### src/design/cqsr_pkg.sv
package cqsr_pkg;

  localparam int QUEUE_DEPTH = 16;
  localparam int VALUE_WIDTH = 32;
  localparam int FUNC_W      = 2;
  localparam int PTR_W       = $clog2(QUEUE_DEPTH);
  localparam int CAP_W       = $clog2(QUEUE_DEPTH + 1);

  localparam logic [CAP_W-1:0] CAP_RESET = CAP_W'(QUEUE_DEPTH);

  typedef enum logic [FUNC_W-1:0] {
    FUNC_PUSH,
    FUNC_POP,
    FUNC_CONTAINS,
    FUNC_REMOVE
  } func_t;

  typedef enum logic [2:0] {
    ST_IDLE,
    ST_EXEC,
    ST_SCAN,
    ST_SHIFT,
    ST_POP_DATA,
    ST_HEAD_RD,
    ST_FINISH
  } state_t;

  typedef struct packed {
    logic                   we;
    logic [PTR_W-1:0]       waddr;
    logic [VALUE_WIDTH-1:0] wdata;
    logic [PTR_W-1:0]       raddr;
  } ram_req_t;

  typedef struct packed {
    logic                   status;
    logic [VALUE_WIDTH-1:0] popped_value;
    logic                   found;
    logic [CAP_W-1:0]       count;
    logic                   full_res;
    logic [VALUE_WIDTH-1:0] head_value;
  } res_t;

  // Advance a ring pointer, wrapping at the capacity in use.
  function automatic logic [PTR_W-1:0] ring_next(input logic [PTR_W-1:0] p,
                                                 input logic [CAP_W-1:0] c);
    logic [CAP_W-1:0] n;
    n = CAP_W'(p) + CAP_W'(1);
    return (n >= c) ? '0 : n[PTR_W-1:0];
  endfunction

  // Step a ring pointer back, wrapping to the last slot in use.
  function automatic logic [PTR_W-1:0] ring_prev(input logic [PTR_W-1:0] p,
                                                 input logic [CAP_W-1:0] c);
    logic [CAP_W-1:0] t;
    t = c - CAP_W'(1);
    return (p == '0) ? t[PTR_W-1:0] : p - PTR_W'(1);
  endfunction

  // Bring a written capacity into the range one to the depth.
  function automatic logic [CAP_W-1:0] cap_clamp(input logic [CAP_W-1:0] d);
    logic [CAP_W-1:0] r;
    r = d;
    if (d == '0) begin
      r = CAP_W'(1);
    end else if (d > CAP_W'(QUEUE_DEPTH)) begin
      r = CAP_W'(QUEUE_DEPTH);
    end
    return r;
  endfunction

endpackage

### src/design/cqsr_req_if.sv
interface cqsr_req_if;
  logic                             valid;
  logic                             ready;
  logic [cqsr_pkg::FUNC_W-1:0]      func;
  logic [cqsr_pkg::VALUE_WIDTH-1:0] value;

  modport source (output valid, func, value, input ready);
  modport sink (input valid, func, value, output ready);
endinterface

### src/design/cqsr_rsp_if.sv
interface cqsr_rsp_if;
  logic                             valid;
  logic                             ready;
  logic                             status;
  logic [cqsr_pkg::VALUE_WIDTH-1:0] popped_value;
  logic                             found;
  logic [cqsr_pkg::CAP_W-1:0]       count;
  logic                             full_res;
  logic [cqsr_pkg::VALUE_WIDTH-1:0] head_value;

  modport source (output valid, status, popped_value, found, count, full_res, head_value,
                  input ready);
  modport sink (input valid, status, popped_value, found, count, full_res, head_value,
                output ready);
endinterface

### src/design/cqsr_cfg_if.sv
interface cqsr_cfg_if;
  logic                       valid;
  logic                       ready;
  logic [cqsr_pkg::CAP_W-1:0] data;

  modport source (output valid, data, input ready);
  modport sink (input valid, data, output ready);
endinterface

### src/design/cqsr_ram.sv
module cqsr_ram #(
  parameter int WIDTH = 32,
  parameter int DEPTH = 16
) (
  input  logic                     clk,
  input  logic                     we,
  input  logic [$clog2(DEPTH)-1:0] waddr,
  input  logic [WIDTH-1:0]         wdata,
  input  logic [$clog2(DEPTH)-1:0] raddr,
  output logic [WIDTH-1:0]         rdata
);

  logic [WIDTH-1:0] mem [DEPTH];

  always_ff @(posedge clk) begin
    if (we) begin
      mem[waddr] <= wdata;
    end
    rdata <= mem[raddr];
  end

endmodule

### src/design/cqsr_ctrl.sv
module cqsr_ctrl (
  input  logic                             clk,
  input  logic                             rst,
  cqsr_req_if.sink                         req,
  cqsr_cfg_if.sink                         cfg,
  input  logic [cqsr_pkg::VALUE_WIDTH-1:0] rdata,
  output cqsr_pkg::ram_req_t               ram_req,
  input  logic                             res_ready,
  output logic                             res_valid,
  output cqsr_pkg::res_t                   res
);

  cqsr_pkg::state_t state, state_next;
  logic [cqsr_pkg::CAP_W-1:0] cap;
  logic [cqsr_pkg::PTR_W-1:0] head, head_next;
  logic [cqsr_pkg::PTR_W-1:0] tail, tail_next;
  logic [cqsr_pkg::CAP_W-1:0] cnt, cnt_next;
  cqsr_pkg::func_t            op;
  logic [cqsr_pkg::VALUE_WIDTH-1:0] val;
  logic [cqsr_pkg::PTR_W-1:0] rp, rp_next;
  logic [cqsr_pkg::PTR_W-1:0] dp, dp_next;
  logic [cqsr_pkg::PTR_W-1:0] wp, wp_next;
  logic [cqsr_pkg::CAP_W-1:0] rem, rem_next;
  logic                       dvalid, dvalid_next;
  logic                       issuing, issuing_next;
  logic                       status, status_next;
  logic                       found, found_next;
  logic [cqsr_pkg::VALUE_WIDTH-1:0] popped, popped_next;
  logic [cqsr_pkg::CAP_W-1:0] cap_new;
  logic                       match;

  assign req.ready = (state == cqsr_pkg::ST_IDLE);
  assign cfg.ready = 1'b1;
  assign cap_new   = cqsr_pkg::cap_clamp(cfg.data);
  // shared compare: entry in flight against the searched value
  assign match     = dvalid && (rdata == val);

  always_ff @(posedge clk) begin
    if (rst) begin
      state   <= cqsr_pkg::ST_IDLE;
      cap     <= cqsr_pkg::CAP_RESET;
      head    <= '0;
      tail    <= cqsr_pkg::PTR_W'(cqsr_pkg::CAP_RESET - cqsr_pkg::CAP_W'(1));
      cnt     <= '0;
      dvalid  <= 1'b0;
      issuing <= 1'b0;
    end else begin
      state   <= state_next;
      dvalid  <= dvalid_next;
      issuing <= issuing_next;
      if (cfg.valid && cfg.ready) begin
        cap  <= cap_new;
        head <= '0;
        tail <= cqsr_pkg::PTR_W'(cap_new - cqsr_pkg::CAP_W'(1));
        cnt  <= '0;
      end else begin
        head <= head_next;
        tail <= tail_next;
        cnt  <= cnt_next;
      end
    end
  end

  always_ff @(posedge clk) begin
    if (req.valid && req.ready) begin
      op  <= cqsr_pkg::func_t'(req.func);
      val <= req.value;
    end
    rp     <= rp_next;
    dp     <= dp_next;
    wp     <= wp_next;
    rem    <= rem_next;
    status <= status_next;
    found  <= found_next;
    popped <= popped_next;
  end

  always_comb begin
    state_next    = state;
    head_next     = head;
    tail_next     = tail;
    cnt_next      = cnt;
    rp_next       = rp;
    dp_next       = dp;
    wp_next       = wp;
    rem_next      = rem;
    dvalid_next   = 1'b0;
    issuing_next  = issuing;
    status_next   = status;
    found_next    = found;
    popped_next   = popped;
    ram_req.we    = 1'b0;
    ram_req.waddr = wp;
    ram_req.wdata = rdata;
    ram_req.raddr = head;
    res_valid     = 1'b0;

    unique case (state)
      cqsr_pkg::ST_IDLE: begin
        if (req.valid) begin
          state_next = cqsr_pkg::ST_EXEC;
        end
      end
      cqsr_pkg::ST_EXEC: begin
        status_next = 1'b1;
        found_next  = 1'b0;
        popped_next = '0;
        unique case (op)
          cqsr_pkg::FUNC_PUSH: begin
            if ((cnt < cap) && (val != '0)) begin
              ram_req.we    = 1'b1;
              ram_req.waddr = cqsr_pkg::ring_next(tail, cap);
              ram_req.wdata = val;
              tail_next     = cqsr_pkg::ring_next(tail, cap);
              cnt_next      = cnt + cqsr_pkg::CAP_W'(1);
              status_next   = 1'b0;
            end
            state_next = cqsr_pkg::ST_HEAD_RD;
          end
          cqsr_pkg::FUNC_POP: begin
            if (cnt != '0) begin
              head_next   = cqsr_pkg::ring_next(head, cap);
              cnt_next    = cnt - cqsr_pkg::CAP_W'(1);
              status_next = 1'b0;
              state_next  = cqsr_pkg::ST_POP_DATA;
            end else begin
              state_next = cqsr_pkg::ST_HEAD_RD;
            end
          end
          cqsr_pkg::FUNC_CONTAINS, cqsr_pkg::FUNC_REMOVE: begin
            if ((val != '0) && (cnt != '0)) begin
              rp_next    = head;
              rem_next   = cnt;
              state_next = cqsr_pkg::ST_SCAN;
            end else begin
              state_next = cqsr_pkg::ST_HEAD_RD;
            end
          end
          default: state_next = cqsr_pkg::ST_HEAD_RD;
        endcase
      end
      cqsr_pkg::ST_POP_DATA: begin
        popped_next = rdata;
        state_next  = cqsr_pkg::ST_FINISH;
      end
      cqsr_pkg::ST_SCAN: begin
        ram_req.raddr = rp;
        if (rem != '0) begin
          rp_next     = cqsr_pkg::ring_next(rp, cap);
          rem_next    = rem - cqsr_pkg::CAP_W'(1);
          dvalid_next = 1'b1;
          dp_next     = rp;
        end
        if (match) begin
          status_next = 1'b0;
          dvalid_next = 1'b0;
          if (op == cqsr_pkg::FUNC_CONTAINS) begin
            found_next = 1'b1;
            state_next = cqsr_pkg::ST_HEAD_RD;
          end else if (dp == tail) begin
            tail_next  = cqsr_pkg::ring_prev(tail, cap);
            cnt_next   = cnt - cqsr_pkg::CAP_W'(1);
            state_next = cqsr_pkg::ST_HEAD_RD;
          end else begin
            wp_next      = dp;
            rp_next      = cqsr_pkg::ring_next(dp, cap);
            issuing_next = 1'b1;
            state_next   = cqsr_pkg::ST_SHIFT;
          end
        end else if (rem == '0) begin
          state_next = cqsr_pkg::ST_HEAD_RD;
        end
      end
      cqsr_pkg::ST_SHIFT: begin
        ram_req.raddr = rp;
        if (issuing) begin
          dp_next      = rp;
          dvalid_next  = 1'b1;
          rp_next      = cqsr_pkg::ring_next(rp, cap);
          issuing_next = (rp != tail);
        end
        if (dvalid) begin
          ram_req.we    = 1'b1;
          ram_req.waddr = wp;
          ram_req.wdata = rdata;
          wp_next       = dp;
          if (dp == tail) begin
            tail_next    = cqsr_pkg::ring_prev(tail, cap);
            cnt_next     = cnt - cqsr_pkg::CAP_W'(1);
            dvalid_next  = 1'b0;
            issuing_next = 1'b0;
            state_next   = cqsr_pkg::ST_HEAD_RD;
          end
        end
      end
      cqsr_pkg::ST_HEAD_RD: begin
        state_next = cqsr_pkg::ST_FINISH;
      end
      cqsr_pkg::ST_FINISH: begin
        if (res_ready) begin
          res_valid  = 1'b1;
          state_next = cqsr_pkg::ST_IDLE;
        end
      end
      default: state_next = cqsr_pkg::ST_IDLE;
    endcase
  end

  always_comb begin
    res.status       = status;
    res.popped_value = popped;
    res.found        = found;
    res.count        = cnt;
    res.full_res     = (cnt == cap);
    res.head_value   = (cnt != '0) ? rdata : '0;
  end

  a_cnt_bound: assert property (@(posedge clk) disable iff (rst) cnt <= cap)
    else $error("entry count above capacity");

  a_no_write_idle: assert property (@(posedge clk) disable iff (rst)
    ram_req.we |-> (state != cqsr_pkg::ST_IDLE && state != cqsr_pkg::ST_FINISH))
    else $error("slot write outside an operation");

  a_accept_exec: assert property (@(posedge clk) disable iff (rst)
    (req.valid && req.ready) |=> state == cqsr_pkg::ST_EXEC)
    else $error("accepted item did not start");

  a_cfg_empty: assert property (@(posedge clk) disable iff (rst)
    (cfg.valid && cfg.ready) |=> (cnt == '0 && head == '0))
    else $error("capacity write did not empty the queue");

  a_found_ok: assert property (@(posedge clk) disable iff (rst)
    (res_valid && res.found) |-> !res.status)
    else $error("found reported with failure");

endmodule

### src/design/circular_queue_search_remove.sv
// Ring-buffer queue of nonzero values with push, pop, contains and ordered
// remove. One operation is taken at a time: req is ready only while the
// sequencer is idle, and each transfer on req yields exactly one transfer on
// rsp carrying status, popped value, found flag, count, full flag and head
// value after the operation. Contains and remove walk the entries one per
// cycle through the single slot memory read port and one shared comparator.
// The walk stops at a match; a remove that must then close a gap moves each
// entry behind the match one slot toward the head, one per cycle. A finished
// result waits in an output register, so the next operation may start before
// rsp is taken; the sequencer holds its last state only while that register
// is still full.
// The capacity write on cfg is always ready and empties the queue; write it
// only while no operation is in flight. A capacity of zero acts as one, and
// values above the depth act as the depth. Slots need no clearing after
// reset, since only data read from slots holding entries is ever used.
module circular_queue_search_remove (
  input  logic       clk,
  input  logic       rst,
  cqsr_req_if.sink   req,
  cqsr_rsp_if.source rsp,
  cqsr_cfg_if.sink   cfg
);

  cqsr_pkg::ram_req_t               ram_req;
  logic [cqsr_pkg::VALUE_WIDTH-1:0] rdata;
  cqsr_pkg::res_t                   res;
  cqsr_pkg::res_t                   res_q;
  logic                             res_valid;
  logic                             res_ready;
  logic                             out_valid;

  // slot storage, one write and one registered read per cycle
  cqsr_ram #(
    .WIDTH(cqsr_pkg::VALUE_WIDTH),
    .DEPTH(cqsr_pkg::QUEUE_DEPTH)
  ) u_ram (
    .clk  (clk),
    .we   (ram_req.we),
    .waddr(ram_req.waddr),
    .wdata(ram_req.wdata),
    .raddr(ram_req.raddr),
    .rdata(rdata)
  );

  // sequencer: pointers, capacity, search and gap-closing walk
  cqsr_ctrl u_ctrl (
    .clk      (clk),
    .rst      (rst),
    .req      (req),
    .cfg      (cfg),
    .rdata    (rdata),
    .ram_req  (ram_req),
    .res_ready(res_ready),
    .res_valid(res_valid),
    .res      (res)
  );

  // the output register may take a new result when empty or being drained
  assign res_ready = !out_valid || rsp.ready;

  always_ff @(posedge clk) begin
    if (rst) begin
      out_valid <= 1'b0;
    end else if (res_valid) begin
      out_valid <= 1'b1;
    end else if (rsp.ready) begin
      out_valid <= 1'b0;
    end
  end

  // hold the payload until the transfer completes
  always_ff @(posedge clk) begin
    if (res_valid) begin
      res_q <= res;
    end
  end

  assign rsp.valid        = out_valid;
  assign rsp.status       = res_q.status;
  assign rsp.popped_value = res_q.popped_value;
  assign rsp.found        = res_q.found;
  assign rsp.count        = res_q.count;
  assign rsp.full_res     = res_q.full_res;
  assign rsp.head_value   = res_q.head_value;

endmodule
### src/flat_wrapper.sv
// flat-port wrapper written by rule: the top's interface ports become plain ports
module circular_queue_search_remove_flat 
  (clk, rst, req_valid, req_func, req_value, req_ready, rsp_valid, rsp_status, rsp_popped_value, rsp_found, rsp_count, rsp_full_res, rsp_head_value, rsp_ready, cfg_valid, cfg_data, cfg_ready);
  cqsr_req_if req_i ();
  cqsr_rsp_if rsp_i ();
  cqsr_cfg_if cfg_i ();
  input  logic clk;
  input  logic rst;
  input wire logic [$bits(req_i.valid)-1:0] req_valid;
  input wire logic [$bits(req_i.func)-1:0] req_func;
  input wire logic [$bits(req_i.value)-1:0] req_value;
  output wire logic [$bits(req_i.ready)-1:0] req_ready;
  output wire logic [$bits(rsp_i.valid)-1:0] rsp_valid;
  output wire logic [$bits(rsp_i.status)-1:0] rsp_status;
  output wire logic [$bits(rsp_i.popped_value)-1:0] rsp_popped_value;
  output wire logic [$bits(rsp_i.found)-1:0] rsp_found;
  output wire logic [$bits(rsp_i.count)-1:0] rsp_count;
  output wire logic [$bits(rsp_i.full_res)-1:0] rsp_full_res;
  output wire logic [$bits(rsp_i.head_value)-1:0] rsp_head_value;
  input wire logic [$bits(rsp_i.ready)-1:0] rsp_ready;
  input wire logic [$bits(cfg_i.valid)-1:0] cfg_valid;
  input wire logic [$bits(cfg_i.data)-1:0] cfg_data;
  output wire logic [$bits(cfg_i.ready)-1:0] cfg_ready;
  assign req_i.valid = req_valid;
  assign req_i.func = req_func;
  assign req_i.value = req_value;
  assign req_ready = req_i.ready;
  assign rsp_valid = rsp_i.valid;
  assign rsp_status = rsp_i.status;
  assign rsp_popped_value = rsp_i.popped_value;
  assign rsp_found = rsp_i.found;
  assign rsp_count = rsp_i.count;
  assign rsp_full_res = rsp_i.full_res;
  assign rsp_head_value = rsp_i.head_value;
  assign rsp_i.ready = rsp_ready;
  assign cfg_i.valid = cfg_valid;
  assign cfg_i.data = cfg_data;
  assign cfg_ready = cfg_i.ready;
  circular_queue_search_remove u_core (.clk(clk), .rst(rst), .req(req_i), .rsp(rsp_i), .cfg(cfg_i));
endmodule
### config.mk
export PLATFORM = sky130hd
export DESIGN_NAME = circular_queue_search_remove_flat
export DESIGN_NICKNAME = d
export VERILOG_FILES = /design/src/design/cqsr_pkg.sv /design/src/design/cqsr_req_if.sv /design/src/design/cqsr_rsp_if.sv /design/src/design/cqsr_cfg_if.sv /design/src/design/cqsr_ram.sv /design/src/design/cqsr_ctrl.sv /design/src/design/circular_queue_search_remove.sv /design/src/flat_wrapper.sv
export SDC_FILE = /design/constraint.sdc
export NUM_CORES = 1
export LEC_CHECK = 0
export BUFFER_PORTS_ARGS = -buffer_cell sky130_fd_sc_hd__buf_2
export CORE_MARGIN = 2
export CORE_UTILIZATION = 61
export CTS_CLUSTER_DIAMETER = 80
export DETAILED_ROUTE_END_ITERATION = 6
export GPL_TIMING_DRIVEN = 1
export PLACE_DENSITY = 0.89
export SKIP_CTS_REPAIR_TIMING = 1
export SLEW_MARGIN = 20
export SYNTH_ARGS = -nofsm -noshare
export SYNTH_HDL_FRONTEND = slang
export SYNTH_SLANG_ARGS = --single-unit
export TNS_END_PERCENT = 10
### constraint.sdc
create_clock -name clk -period 5.15 [get_ports clk]
set_input_delay 0.515 -clock clk [delete_from_list [all_inputs] [get_ports clk]]
set_output_delay 0.515 -clock clk [all_outputs]
set_load 0.005 [all_outputs]
# Word-level counts from Yosys, hierarchy flattened
# Memories as Yosys holds them, arrays and structs flattened. A register that Yosys moved wholly into a read port is not among the register bits.
# Cells that the tools add are included.
[totals]
ramBits = 512
register_bits = 181
mem_count = 1
output_inout_bits = 75
wordCells = 197
[memory_table]
columns = ["memory", "words", "word_bits", "read_ports", "rd_clocked_by_memory_dff", "write_ports", "line", "text"]
rows = [
  ["u_core.u_ram.mem", 16, 32, 1, 1, 1, "cqsr_ram.sv:13", "logic [WIDTH-1:0] mem [DEPTH];"],
]
[op_classes]
n_reduce_logical = 35
order_cmp = 6
n_addsub = 10
mux = 88
eq_ne = 34
[op_table]
columns = ["op", "count"]
rows = [
  ["37-bit 2-to-1 mux", 3],
  ["4-bit 2-to-1 mux", 26],
  ["37-bit case mux with 2 select lines", 1],
  ["32-bit case mux with 2 select lines", 1],
  ["5-bit 2-to-1 mux", 11],
  ["32-bit equality test", 1],
  ["32-bit nonzero test", 1],
  ["3-bit 2-to-1 mux", 9],
  ["4-bit case mux with 3 select lines", 2],
  ["1-bit 2-to-1 mux", 23],
  ["3-bit inequality test, second input constant", 7],
  ["4-bit by 1-bit adder with 5-bit output, second input constant", 4],
  ["5-bit greater-or-equal comparator", 4],
  ["2-bit inequality test, second input constant", 10],
  ["5-bit case mux with 2 select lines", 2],
  ["3-bit case mux with 6 select lines", 1],
  ["4-bit case mux with 2 select lines", 2],
  ["5-bit case mux with 3 select lines", 1],
  ["4-bit AND reduction", 3],
  ["4-bit by 1-bit subtractor with 4-bit output, second input constant", 3],
  ["5-bit zero test", 2],
  ["1-bit case mux with 2 select lines", 5],
  ["5-bit AND reduction", 2],
  ["5-bit nonzero test", 2],
  ["30 further kinds", 47],
]

# Logic depth before layout (Yosys ltp)
[depth]
ltp_word = 8
ltp_mapped = 10
mapped_depth_nobuf = 9

# Hierarchy
# Synthesis repeated with hierarchy kept, for this count alone.
[unflattened]
hier_cells = 1554
hier_area_um2 = 28578.7
[by_module_without_submodules]
columns = ["module", "instances", "seq_area_each_um2", "area_per_inst_um2", "cells_per_inst"]
rows = [
  ["cqsr_ram", 1, 16015.4, 19836.5, 838],
  ["cqsr_ctrl", 1, 3012.9, 6533.8, 640],
  ["circular_queue_search_remove", 1, 2182.1, 2208.4, 76],
]

# Least setup slack after synthesis
# OpenSTA, ideal clock, no wires.
[synth_timing]
kind = "register to register"
start = "register u_core.u_ctrl.tail[0] in the netlist's numbering"
end = "memory u_core.u_ram.mem[2][0], enable pin"
arrival_ps = 3691
stages_incl_launch_ff = 11
synth_period_minus_slack_ps = 4112
setup_ps = 421
setup_slack_ps = 1038
t_required_ps = 4729
cell_sequence = "dfxtp_1 > buf_1 > inv_1 > ha_1 > ha_1 > a21o_1 > a21oi_1 > o21a_1 > and2_1 > a31oi_1 > nor2_1"
[synth_via]
elab_chain_cells = 6
[synth_rtl]
columns = ["element", "line", "text"]
rows = [
  ["start, declared", "cqsr_ctrl.sv:16", "logic [cqsr_pkg::PTR_W-1:0] tail, tail_next;"],
  ["start signal, assigned", "cqsr_ctrl.sv:43", "tail <= cqsr_pkg::PTR_W'(cqsr_pkg::CAP_RESET - cqsr_pkg::CAP_W'(1));"],
  ["start signal, assigned", "cqsr_ctrl.sv:54", "tail <= cqsr_pkg::PTR_W'(cap_new - cqsr_pkg::CAP_W'(1));"],
  ["start signal, assigned", "cqsr_ctrl.sv:58", "tail <= tail_next;"],
  ["4-bit by 1-bit adder with 5-bit output *", "cqsr_pkg.sv:48", "n = CAP_W'(p) + CAP_W'(1);"],
  ["5-bit greater-or-equal comparator", "cqsr_pkg.sv:49", "return (n >= c) ? '0 : n[PTR_W-1:0];"],
  ["4-bit 2-to-1 mux *", "cqsr_pkg.sv:49", ""],
  ["37-bit 2-to-1 mux *", "cqsr_ctrl.sv:110", "if ((cnt < cap) && (val != '0)) begin"],
  ["37-bit 2-to-1 mux *", "cqsr_ctrl.sv:108", "unique case (op)"],
  ["37-bit case mux with 2 select lines *", "cqsr_ctrl.sv:98", "unique case (state)"],
  ["end, declared", "cqsr_ram.sv:13", ""],
]
# Every way passes the cells marked *; elsewhere a longest branch is shown, timed or not.

# Final worst setup path
[layout_timing]
start = "register u_core.u_ctrl.tail[0] in the netlist's numbering"
end = "memory u_core.u_ram.mem[9][9], enable pin"
# Same word-level chain as after synthesis.

==> impl_results.md <==
- Clk sinks: 725
- Static leakage: 11.15 nW
- Crit path max fanout: 32
- Area leader, netlist: edfxtp_1
- CP Capture Type: flop
- Vias in the first global route: 17510
- Via Count: 17530
- Antenna violations before repair: 1
- Iteration-0 DRC Markers: 3007
- Critical path class: flop to flop
- Failing checks: design-rule violations
- CTS H-tree lvls: 3
- Asr flop ratio synth: 0%
- Internal: 11.88 mW
- Post-Route WL: 78360 um
- Total power: 17.51 mW
- Power Dens Cells: 535.8 nW/um^2
- Post-synth top area share: 69.41%
- Total track usage: 32.27%
- Site row count: 79
- Register bit total from synthesis: 725
- Dpl hpwl: 44820 um
- Post-synth EDFFs: 669
- Total CTS buffers: 67
- Peak VDD IR: 310.9 uV
- CP required: 5.38 ns
- Mapped Cells: 1680
- Worst Path Arrival: 4.53 ns
- Comb power frac: 22.5%
- GR Layer Usage met2: 50.60%
- Flop pwr share: 48.3%
- Die width: 221.8 um
- Clock Latency Late Sink: 0.63 ns
- Leading cell type in the layout, fill and taps excluded: edfxtp_1
- Syn-to-layout area delta: 12.91%
- Minimum clock period: 4.301 ns
- Fin cells: 2484
- Placed Cells: 2362
- Area contributors post-synth: edfxtp_1 69%, mux4_2 10%, dfxtp_1 3.9%, nand2_1 2.5%, ha_1 1.5%
- Status: finished with violations
- Crit start category: flop
- Most frequent cells in the layout: 669 x edfxtp_1, 193 x nand2_1, 128 x mux4_2
- Deepest clock path buffer count: 3
- Final Setup Violations: 0
- Nets: 1903
- Synth Cell Area: 28940 sq um
- IO Pins: 119
- Initial Util: 62.04%
- Distinct cells, synth: 68
- Predominant post-synthesis flop cell: edfxtp_1
- Fmax: 232.5 MHz
- Number of antenna diodes: 0
- Yosys warning total: 0
- Clock Skews: 0.03910 ns
- Design area: 32680 sq um
- Worst Max-Slew Pin Slew: 1.153 ns
- DRC Markers: 25
- Hold Path Class: primary input to flop
- RSZ-0062 raised after global routing: false
- Setup TNS: 0 ns
- Full die area: 49210 sq um
- Worst-path clk slew: 0.07 ns
- Hold Violations, Final: 0
- Met3 usage in global routing: 7.448%
- Slew Limit Fails: 0
- Max-capacitance violation count: 0
- Die height: 221.8 um
- Placeable Area: 46650 sq um
- Slew margin rel.: 22.80%
- CTS tree: built
- Met1 Use GR: 43.73%
- Routability cong.: 0.9268
- Wire length of the first global-routing pass: 115700 um
- Largest net degree at the start of global routing: 65
- Total nets after synthesis: 1759
- Filler Cells Inserted: 2486
- Util after Layout: 70.05%
- Busiest layer in global routing: met2
- Share of layout cells above drive strength 1: 22.59%
- Avg WL per Cell: 31.55 um
- Clock power frac: 29.2%
- Sequential area share after synthesis: 73.28%
- Avg Inst Size Synth: 17.23 sq um
- Final Cycle Share: 83.52%
- CTS root buf: clkbuf_16
- Number of port buffers: 117
- Congestion Overflow GR: 0
- Routed Antenna Nets: 0
- DR vias/cell: 7.058
- Net Switching: 5.632 mW
- First-pass DRT Iterations: 7
- Switching Share: 32.17%
- Placed Area: 30470 sq um
## worst max-delay path, stage by stage, from the launching register on
cell	delay, ns
dfxtp_1	0.71
inv_1	0.22
ha_1	0.51
ha_1	0.30
a21o_1	0.16
a21oi_1	0.28
o21a_1	0.24
and2_1	0.27
a21oi_1	0.30
nor2_4	0.90
## cells by family after synthesis
| logic type | after synthesis | synth area share, % |
|---|---|---|
| fa+ha+maj | 35 | 1.513 |
| mux | 139 | 10.34 |
| simple gates | 449 | 7.704 |
| flops | 725 | 73.28 |
| buf+inv | 98 | 1.357 |
| compound gates | 180 | 4.180 |
| xor+xnor | 53 | 1.604 |
| other cells | 1 | 0.01296 |
## cell usage after synthesis (6+ instances only)
| master | count |
|---|---|
| clkbuf_1 | 53 |
| xor2_1 | 26 |
| nor2b_1 | 41 |
| or2_2 | 6 |
| xnor2_1 | 27 |
| edfxtp_1 | 669 |
| mux4_2 | 128 |
| inv_1 | 20 |
| dfxtp_1 | 56 |
| ha_1 | 35 |
| and3_1 | 10 |
| nor4_1 | 18 |
| nand2_1 | 194 |
| nand2b_1 | 13 |
| a31oi_1 | 42 |
| mux2i_1 | 10 |
| buf_2 | 17 |
| a211oi_1 | 36 |
| o21ai_0 | 20 |
| nand3_1 | 11 |
| and2_1 | 64 |
| a21oi_1 | 31 |
| nor3_1 | 17 |
| o211ai_1 | 6 |
| a21o_1 | 6 |
| nor2_1 | 46 |
| buf_1 | 6 |
## area by class of cell
type / instances / area, sq um / share of cell area (%)
clock buffers: 87 / 1856 / 5.678
clock inverters: 35 / 351.6 / 1.076
repair buffers: 152 / 910.9 / 2.787
well taps: 607 / 759.5 / 2.324
multi-input cells: 857 / 7513 / 22.99
flip-flops and latches: 725 / 21210 / 64.90
inverters: 21 / 78.83 / 0.2412
## path summary, 6_finish.rpt
check / from / end / slack [ns] / cells after the start
setup / recovery: u_core.u_ctrl.tail[0] / u_core.u_ram.mem[9][9] / 0.85 / 9
hold / removal: req_value[21] / u_core.u_ctrl.val[21] / 0.08 / 1
hold reg to reg: u_core.u_ctrl.popped[0] / u_core.rsp.popped_value[0] / 0.42 / 0
setup reg to reg: u_core.u_ctrl.tail[0] / u_core.u_ram.mem[9][9] / 0.85 / 9
## registers in the layout (all words and copies together) (netlist names), 5 cells and up
name / flops
u_core.rsp.count: 5
u_core.rsp.head_value: 32
u_core.rsp.popped_value: 32
u_core.u_ctrl.cap: 5
u_core.u_ctrl.cnt: 5
u_core.u_ctrl.popped: 32
u_core.u_ctrl.rem: 5
u_core.u_ctrl.val: 32
u_core.u_ram.mem: 512
u_core.u_ram.rdata: 32
## per-layer routing
| layer | share of wire (%) | vias up |
|---|---|---|
| met5 | 0.017 | - |
| met4 | 5.2 | 2 |
| met3 | 14 | 315 |
| met2 | 47 | 1834 |
| met1 | 34 | 8544 |
| li1 | - | 6837 |
## through the flow
stage,hold WS (ns),setup slack (ns)
detailed placement,0.4045,1.267
global placement,0.4007,1.508
global route,0.07573,0.7730
finish,0.07936,0.8485
floorplan,0.4003,1.038
CTS,0.06972,1.053
## power groups by stage
stage | Sequential, mW | Clock, mW | Combinational [mW]
final | 8.47 | 5.11 | 3.94
after global routing | 8.48 | 5.31 | 4.13
after CTS | 8.42 | 5.11 | 3.81
after detailed placement | 8.51 | 0 | 3.62
after global placement | 8.46 | 0 | 3.37
after floorplan | 8.21 | 0 | 2.40
Note: power is estimated with default switching activity, not from simulation.
